File: config.mk
export PLATFORM = sky130hd
export DESIGN_NAME = nvme_controller_property_registers_core
export DESIGN_NICKNAME = d
export VERILOG_FILES = /design/src/rtl/ncpr_pkg.sv /design/src/rtl/ncpr_access.sv /design/src/rtl/nvme_controller_property_registers_core.sv
export SDC_FILE = /design/constraint.sdc
export NUM_CORES = 1
export LEC_CHECK = 0
export BUFFER_PORTS_ARGS = -buffer_cell sky130_fd_sc_hd__buf_2
export CORE_ASPECT_RATIO = 1.1
export CORE_MARGIN = 2
export CORE_UTILIZATION = 35
export CTS_CLUSTER_SIZE = 30
export DETAILED_ROUTE_END_ITERATION = 10
export HOLD_SLACK_MARGIN = 0.15
export SYNTH_ARGS = -nofsm -noshare
export SYNTH_HDL_FRONTEND = slang
export SYNTH_HIERARCHICAL = 1
export SYNTH_SLANG_ARGS = --single-unit
File: constraint.sdc
create_clock -name clk -period 4.9 [get_ports clk]
set_input_delay 0.49 -clock clk [delete_from_list [all_inputs] [get_ports clk]]
set_output_delay 0.49 -clock clk [all_outputs]
set_load 0.1 [all_outputs]
File: src/rtl/ncpr_pkg.sv
// Package for the NVMe controller property register block.
// Holds transaction structs, state struct, offsets, size codes and field codes.
// No dependencies.
package ncpr_pkg;

  localparam logic        OP_GET = 1'b0;
  localparam logic        OP_SET = 1'b1;

  localparam logic [11:0] OFS_CAP  = 12'h000;
  localparam logic [11:0] OFS_VS   = 12'h008;
  localparam logic [11:0] OFS_CC   = 12'h014;
  localparam logic [11:0] OFS_CSTS = 12'h01C;

  localparam logic [2:0]  SIZE_4 = 3'd0;
  localparam logic [2:0]  SIZE_8 = 3'd1;

  localparam logic [1:0]  SHN_NONE     = 2'd0;
  localparam logic [1:0]  SHN_NORMAL   = 2'd1;
  localparam logic [1:0]  SHN_ABRUPT   = 2'd2;
  localparam logic [1:0]  SHST_COMPLETE = 2'd2;

  localparam logic        ST_SUCCESS       = 1'b0;
  localparam logic        ST_INVALID_PARAM = 1'b1;

  localparam logic [31:0] VS_VALUE = 32'h0001_0000;

  localparam int CAP_CQR_BIT = 16;
  localparam int CAP_TO_LSB  = 24;
  localparam int CAP_CSS_BIT = 37;

  localparam logic [15:0] MQES_RESET = 16'd127;

  localparam logic        CFG_IDX_MQES      = 1'b0;
  localparam logic        CFG_IDX_DISCOVERY = 1'b1;

  typedef struct packed {
    logic        op;
    logic [11:0] offset;
    logic [2:0]  size_code;
    logic [63:0] write_value;
  } req_t;

  typedef struct packed {
    logic [63:0] read_value;
    logic        status;
  } rsp_t;

  typedef struct packed {
    logic       ctrl_enable;
    logic [1:0] shutdown_notify;
    logic [3:0] sq_entry_size_log;
    logic [3:0] cq_entry_size_log;
    logic       ready_flag;
    logic [1:0] shutdown_status;
  } ctrl_state_t;

endpackage

File: src/rtl/ncpr_access.sv
// Decode of one property transaction: read mux, CC write checks and next state.
// Depends on ncpr_pkg.
module ncpr_access (
  input  ncpr_pkg::req_t        req,
  input  ncpr_pkg::ctrl_state_t state,
  input  logic [15:0]           mqes,
  input  logic                  discovery,
  output ncpr_pkg::rsp_t        rsp,
  output ncpr_pkg::ctrl_state_t state_nxt
);
  import ncpr_pkg::*;

  logic [63:0] cap_v;
  logic [31:0] cc_v;
  logic [31:0] csts_v;
  logic [31:0] nv;
  logic [31:0] diff;
  logic [1:0]  shn;
  logic        size_ok;
  logic        cc_ok;
  ctrl_state_t wr_state;

  always_comb begin
    cap_v = '0;
    cap_v[15:0] = mqes;
    if (discovery) begin
      cap_v[CAP_CQR_BIT] = 1'b1;
    end else begin
      cap_v[CAP_TO_LSB] = 1'b1;
    end
    cap_v[CAP_CSS_BIT] = 1'b1;

    cc_v = {8'd0, state.cq_entry_size_log, state.sq_entry_size_log,
            state.shutdown_notify, 13'd0, state.ctrl_enable};
    csts_v = {28'd0, state.shutdown_status, 1'b0, state.ready_flag};
  end

  // CC write: fields applied in order, invalid SHN stops before entry sizes
  always_comb begin
    nv       = req.write_value[31:0];
    diff     = nv ^ cc_v;
    shn      = nv[15:14];
    wr_state = state;
    cc_ok    = 1'b1;
    if (diff[0] && nv[0]) begin
      wr_state.ctrl_enable = 1'b1;
      wr_state.ready_flag  = 1'b1;
    end
    if (diff[15:14] != 2'd0 && shn != SHN_NONE && shn != SHN_NORMAL && shn != SHN_ABRUPT) begin
      cc_ok = 1'b0;
    end else begin
      if (diff[15:14] != 2'd0) begin
        wr_state.shutdown_notify = shn;
        if (shn == SHN_NORMAL || shn == SHN_ABRUPT) begin
          wr_state.ctrl_enable     = 1'b0;
          wr_state.ready_flag      = 1'b0;
          wr_state.shutdown_status = SHST_COMPLETE;
        end
      end
      wr_state.sq_entry_size_log = nv[19:16];
      wr_state.cq_entry_size_log = nv[23:20];
      if (nv[13:1] != 13'd0 || nv[31:24] != 8'd0) begin
        cc_ok = 1'b0;
      end
    end
  end

  always_comb begin
    rsp.read_value = '0;
    rsp.status     = ST_SUCCESS;
    state_nxt      = state;
    size_ok        = (req.size_code == SIZE_4) || (req.size_code == SIZE_8);
    if (req.op == OP_GET) begin
      if (!size_ok) begin
        rsp.status = ST_INVALID_PARAM;
      end else begin
        priority case (req.offset)
          OFS_CAP: begin
            if (req.size_code != SIZE_8) rsp.status = ST_INVALID_PARAM;
            else rsp.read_value = cap_v;
          end
          OFS_VS: begin
            if (req.size_code != SIZE_4) rsp.status = ST_INVALID_PARAM;
            else rsp.read_value = {32'd0, VS_VALUE};
          end
          OFS_CC: begin
            if (req.size_code != SIZE_4) rsp.status = ST_INVALID_PARAM;
            else rsp.read_value = {32'd0, cc_v};
          end
          OFS_CSTS: begin
            if (req.size_code != SIZE_4) rsp.status = ST_INVALID_PARAM;
            else rsp.read_value = {32'd0, csts_v};
          end
          default: rsp.read_value = '0;
        endcase
      end
    end else if (req.offset != OFS_CC || req.size_code != SIZE_4) begin
      rsp.status = ST_INVALID_PARAM;
    end else begin
      state_nxt = wr_state;
      if (!cc_ok) rsp.status = ST_INVALID_PARAM;
    end
  end

endmodule

File: src/rtl/nvme_controller_property_registers_core.sv
// Top level of the NVMe controller property register block.
// Holds the input stage, result register, CC/CSTS state and config registers.
// Depends on ncpr_pkg and ncpr_access.
//
// One property get or set transaction is taken per clock cycle while the block
// does not stall. A transaction is captured in an input register and decoded in
// the following cycle. Once the result register is free or being read, the
// controller state is updated and the result is loaded into the output register. The
// result register lets a new transaction enter while an earlier result still
// waits. The block stalls only when the input stage and the result register
// are both full and out_ready is low. Configuration writes take effect at
// once and are to be made while no transaction is in flight.
module nvme_controller_property_registers_core (
  input  logic           clk,
  input  logic           rst_n,
  input  logic           in_valid,
  output logic           in_ready,
  input  ncpr_pkg::req_t in_data,
  output logic           out_valid,
  input  logic           out_ready,
  output ncpr_pkg::rsp_t out_data,
  input  logic           cfg_we,
  input  logic           cfg_index,
  input  logic [15:0]    cfg_wdata
);
  import ncpr_pkg::*;

  req_t        req_r;
  logic        stage_valid_r;
  logic        stage_valid_nxt;
  rsp_t        out_data_r;
  logic        out_valid_r;
  logic        out_valid_nxt;
  ctrl_state_t state_r;
  ctrl_state_t state_nxt;
  rsp_t        rsp;
  logic [15:0] mqes_r;
  logic        discovery_r;
  logic        advance;
  logic        fire;
  logic        in_fire;

  assign advance   = !out_valid_r || out_ready;
  assign fire      = stage_valid_r && advance;
  assign in_ready  = !stage_valid_r || advance;
  assign in_fire   = in_valid && in_ready;
  assign out_valid = out_valid_r;
  assign out_data  = out_data_r;

  ncpr_access u_access (
    .req       (req_r),
    .state     (state_r),
    .mqes      (mqes_r),
    .discovery (discovery_r),
    .rsp       (rsp),
    .state_nxt (state_nxt)
  );

  always_comb begin
    stage_valid_nxt = stage_valid_r;
    if (in_fire) begin
      stage_valid_nxt = 1'b1;
    end else if (advance) begin
      stage_valid_nxt = 1'b0;
    end
    out_valid_nxt = out_valid_r;
    if (fire) begin
      out_valid_nxt = 1'b1;
    end else if (out_ready) begin
      out_valid_nxt = 1'b0;
    end
  end

  always_ff @(posedge clk) begin
    if (!rst_n) begin
      stage_valid_r <= 1'b0;
      out_valid_r   <= 1'b0;
      state_r       <= '0;
      mqes_r        <= MQES_RESET;
      discovery_r   <= 1'b0;
    end else begin
      stage_valid_r <= stage_valid_nxt;
      out_valid_r   <= out_valid_nxt;
      if (fire) begin
        state_r <= state_nxt;
      end
      if (cfg_we) begin
        unique case (cfg_index)
          CFG_IDX_MQES:      mqes_r      <= cfg_wdata;
          CFG_IDX_DISCOVERY: discovery_r <= cfg_wdata[0];
          default:           mqes_r      <= mqes_r;
        endcase
      end
    end
  end

  always_ff @(posedge clk) begin
    if (in_fire) begin
      req_r <= in_data;
    end
    if (fire) begin
      out_data_r <= rsp;
    end
  end

`ifndef SYNTHESIS
  a_ready_tracks_enable: assert property (@(posedge clk) disable iff (!rst_n)
    state_r.ready_flag == state_r.ctrl_enable)
    else $error("CSTS.RDY differs from CC.EN");

  a_shst_legal: assert property (@(posedge clk) disable iff (!rst_n)
    state_r.shutdown_status[0] == 1'b0)
    else $error("shutdown status holds an odd code");

  a_shn_legal: assert property (@(posedge clk) disable iff (!rst_n)
    state_r.shutdown_notify != 2'd3)
    else $error("reserved shutdown notification stored");

  a_state_hold: assert property (@(posedge clk) disable iff (!rst_n)
    ($past(rst_n) && !$past(fire)) |-> $stable(state_r))
    else $error("controller state changed without a transaction");

  a_error_reads_zero: assert property (@(posedge clk) disable iff (!rst_n)
    (out_valid_r && out_data_r.status == ST_INVALID_PARAM) |-> out_data_r.read_value == 64'd0)
    else $error("failed transaction returned data");
`endif

endmodule

==> flow_summary.ini, run 1 <==
[route]
drc_errors = 0
drtIter0Drc = 127
firstDrtPassIters = 4
num_vias = 3358
routedWlPerCell_um = 13.2
viasPerCell = 4.37
wl_mm = 10.1
antenna_left = 0

[clock_network]
cts_sinks = 146
cts_hold_buf = 0
path_clk_slew_ns = 0.06
insertion_delay_ns = 0.41
root_buffer = clkbuf_16
cts_tree = yes
cts_made_buffers = 17
cts_resized = 0
cts_setup_buffers = 0
cts.path.max_buffers = 2
cts_max_level = 4

[timing]
relSlewSlack_pct = 27.9
worst_pin_slew_ns = 1.08
fin_setup_tns_ns = 0
slew_violations = 0
hold_viol = 0
skew_ns = 0.00566
max_freq_mhz = 460
period_share_pct = 44.4
min_period_ns = 2.17
finalSetupViolations = 0
rsz0062_at_grt = false

[finish]
seq_area_um2 = 4050
final_common_cell = buf_2
drive_above_1_share_pct = 33.6
fillers = 1457
area_delta_synth_final_pct = 23.7
final_core_util_pct = 44.1
mostFrequentLayoutCells = buf_2 (136), edfxtp_1 (113), nand2_1 (70)
multiInputGateArea_um2 = 1470
nNetsFinal = 655

[pwr]
peakVddDrop_uv = 226
power_density_nw_per_um2 = 443
leakage_nw = 2.77

[setup_path]
critPathCaptureType = register
r2r_cells = 7
r2r-start = req_r[70]
critPathLaunchType = register
regToRegEndpoint = state_r[3]
crit_fanout = 11
crit_start = req_r[70]
slowest_delay_ns = 0.55
crit_slowest_cell = edfxtp_1
path_cells = nor4_4 > nand2_1 > nor3_2 > buf_4 > mux2_2 > nand2_1 > mux2i_1
r2r_setup_slack_ns = 2.73
crit_type = reg -> reg
crit_required_ns = 5.16
arrival_ns = 2.44
cpMostUsedCell = nand2_1

[grt]
grt.overflow.total = 0
antenna_found_initial = 1
grt_pass1_wl_mm = 15.9
grtUsageTotal_pct = 11.8
grt_max_degree = 80
grt_pass1_vias = 3331

[hold_path]
whs_path_depth = 1
min_path_type = in -> reg
hold_start = in_data[28]
min_to = req_r[28]

[placement]
dp_hpwl_mm = 6.89
gp_routability_congestion = 0.773
io_buffers = 136

[floorplan]
boundaryPins = 169
fp.dieH_um = 139
die-area_um2 = 17600
fp-row-count = 49
die_w_um = 127
start_util_pct = 35.6
core-area_um2 = 16200

[synth]
synth_area_um2 = 5790
yosys_warnings = 6
syn_area_per_cell_um2 = 14.2
syn_inst = 408

[outcome]
outcome = finished clean

[flow_run]
maxCapViolations = 0
## critical path, delay by kind of cell, from the launching register on
kind                   cells  cell delay (ns)
muxes                      2             0.44
and+or+nand+nor            4             0.77
buffers and inverters      1             0.26
DFF                        1             0.55
## sequential cells by signal, summed over array words and instances, names as in the netlist
| register | cells |
|---|---|
| out_valid | 1 |
| req_r | 48 |
| state_r | 14 |
| mqes_r | 16 |
| discovery_r | 1 |
| out_data | 65 |
| stage_valid_r | 1 |
## area by class of cell
type | instances | share of cell area, %
Sequential cell | 146 | 56.6
Multi-Input combinational cell | 243 | 20.5
Timing Repair Buffer | 138 | 9.72
Clock buffer | 19 | 6.05
Tap cell | 204 | 3.57
Clock inverter | 13 | 3.27
Inverter | 4 | 0.210
Antenna cell | 1 | 0.0350
## metrics by stage
| step | instances | setup WS [ns] | hold slack (ns) | power [mW] | cell area [um2] |
|---|---|---|---|---|---|
| after CTS | 767 | 2.72 | 0.225 | 3.21 | 7150 |
| final | 768 | 2.73 | 0.244 | 3.17 | 7160 |
| after global routing | 767 | 2.55 | 0.221 | 3.29 | 7150 |
| after floorplan | 445 | 1.64 | 0.430 | 1.71 | 5930 |
| after detailed placement | 735 | 2.73 | 0.443 | 1.75 | 6490 |
| after global placement | 735 | 2.78 | 0.435 | 1.75 | 6490 |
## routing by layer
metal,vias up,track usage (%),wire length [um]
li1,1664,-,-
met1,1544,14.1,4380
met2,132,18.8,4710
met3,18,4.40,817
met4,0,5.78,232
met5,-,0,0
## how the worst max path moves through the flow
stage | end | depth (start not counted)
after floorplan | req_r[0] | 3
after global placement | state_r[3] | 7
after detailed placement | state_r[3] | 7
after CTS | state_r[3] | 7
after global routing | state_r[3] | 7
final | state_r[3] | 7
## report_power, final
group	internal, mW	switching [mW]	leakage (nW)
clock	0.955	0.492	0.313
sequential	1.40	0.0219	1.33
combinational	0.0536	0.251	1.12
Note: power is estimated with default switching activity, not from simulation.
==> run 2: changes to the inputs <==
clock period = 1.9 ns   (was 4.9 ns; I/O delays follow)
==> run 2 against run 1 <==
The run now ends with negative setup slack left. Sequential power rose to 2.6 times the previous value. Sequential share of layout area decreased by 6.6 points. Die area is the same. Power rose by 140%. Clock power grew 110%. Flip-flop and latch count did not move. Largest power group is now registers.
==> flow_summary.ini, run 2 (synthesis gave the netlist of run 1 again) <==
[outcome]
outcome = finished with violations
violations = negative setup slack

[finish]
instances_no_fill = 865
antenna_cells = 0
nNetsFinal = 753
mostFrequentLayoutCells = buf_2 (136), edfxtp_1 (113), dlygate4sd3_1 (74)
final_common_cell = buf_2
area_delta_synth_final_pct = 40.1
final_core_util_pct = 49.9
drive_above_1_share_pct = 34.5
design_area_um2 = 8110
largest_reg_flops = 65

[placement]
dp.cells = 757
dpl-instance-area_um2 = 6700
dp_hpwl_mm = 7.01
io_buffers = 136
gp_routability_congestion = 0.755

[pwr]
peakVddDrop_uv = 601
leakage_nw = 3.20
power_density_nw_per_um2 = 948
fin_total_pwr_mw = 7.69

[setup_path]
crit_required_ns = 2.19
slowest_delay_ns = 0.40
crit_fanout = 11
crit_slowest_cell = edfxtp_1
critPathCaptureType = register
critPathLaunchType = register
path_cells = inv_2 > ha_2 > or3_4 > a21oi_4 > nor3_4 > buf_12 > mux2_4 > nand2_1 > mux2i_1
critPathTopFamily = simple AND/OR/NAND/NOR gates
crit_type = reg -> reg
arrival_ns = 2.23
crit_buf_inv = 2

[clock_network]
cts_made_buffers = 17
root_buffer = clkbuf_16
cts.path.max_buffers = 2
cts_tree = yes
cts_sinks = 146
cts_max_level = 4
insertion_delay_ns = 0.42
path_clk_slew_ns = 0.06

[route]
routedWlPerCell_um = 13.0
num_vias = 3694
drtIter0Drc = 149
met3_length_um = 774
viasPerCell = 4.27
drt-met1-wl_mm = 4.77
highest_layer = met4
met2RoutedLength_mm = 5.51
wl_mm = 11.3
antenna_left = 0
firstDrtPassIters = 4
drc_errors = 0

[timing]
hold_viol = 0
max_freq_mhz = 515
fin_setup_tns_ns = -0.318
worst_pin_slew_ns = 0.615
rsz0062_at_grt = true
slew_violations = 0
period_share_pct = 102
finalSetupViolations = 10
relSlewSlack_pct = 59.0
skew_ns = 0.00854
postLayoutSetupSlackWorst_ns = -0.0421
min_period_ns = 1.94

[floorplan]
fp-row-count = 49
die-area_um2 = 17600
core-area_um2 = 16200
start_util_pct = 35.6
boundaryPins = 169
die_w_um = 127
fp.dieH_um = 139

[flow_run]
maxCapViolations = 0

[grt]
grtUsageTotal_pct = 13.3
grt_pass1_wl_mm = 18.1
grt.overflow.total = 0
grt_max_degree = 80
antenna_found_initial = 0
grt_pass1_vias = 3855

[hold_path]
min_path_type = in -> reg
run 2: metal layers:
metal | global-route usage [%] | up-vias
li1 | - | 1860
met1 | 14.9 | 1693
met2 | 22.7 | 121
met3 | 4.71 | 20
met4 | 5.90 | 0
met5 | 0 | -
run 2: timing repair:
item,in CTS,in global routing
setup buffers,3,1
resized for setup,14,10
setup endpoints to repair,11,24
endpoints found under the hold margin,67,0
pin swaps,5,6
hold buffers,74,0
run 2: cell type report:
cell class | count | area (um2)
multi-input cells | 243 | 1570
flip-flops and latches | 146 | 4060
fillers | 1360 | 8140
clock buffers | 23 | 489
clock inverters | 9 | 53.8
inverters | 4 | 15.0
repair buffers | 236 | 1670
well taps | 204 | 255
run 2: path summary, 6_finish.rpt:
path | cells past startpoint | startpoint | endpoint | slack [ns]
worst max-delay path | 9 | req_r[14] | state_r[6] | -0.04
worst min-delay path | 3 | rst_n | mqes_r[2] | 0.29
worst max register to register | 9 | req_r[14] | state_r[6] | -0.04
worst min register to register | 2 | mqes_r[11] | mqes_r[11] | 0.45
run 2: worst min-delay path, delay by kind of cell:
family	cells	cell delay [ns]
simple gates	1	0.11
buf+inv	2	0.35
run 2: through the flow:
step	worst slack, ns	hold WS (ns)
after global routing	-0.166	0.306
final	-0.0421	0.290
after CTS	-0.0428	0.275
after floorplan	0.0207	0.289
after global placement	-0.0404	0.366
after detailed placement	-0.0771	0.368
run 2: power breakdown:
| part | internal (mW) | switching (mW) |
|---|---|---|
| sequential | 3.60 | 0.0542 |
| clock | 1.81 | 1.26 |
| combinational | 0.270 | 0.689 |
| total | 5.68 | 2.00 |
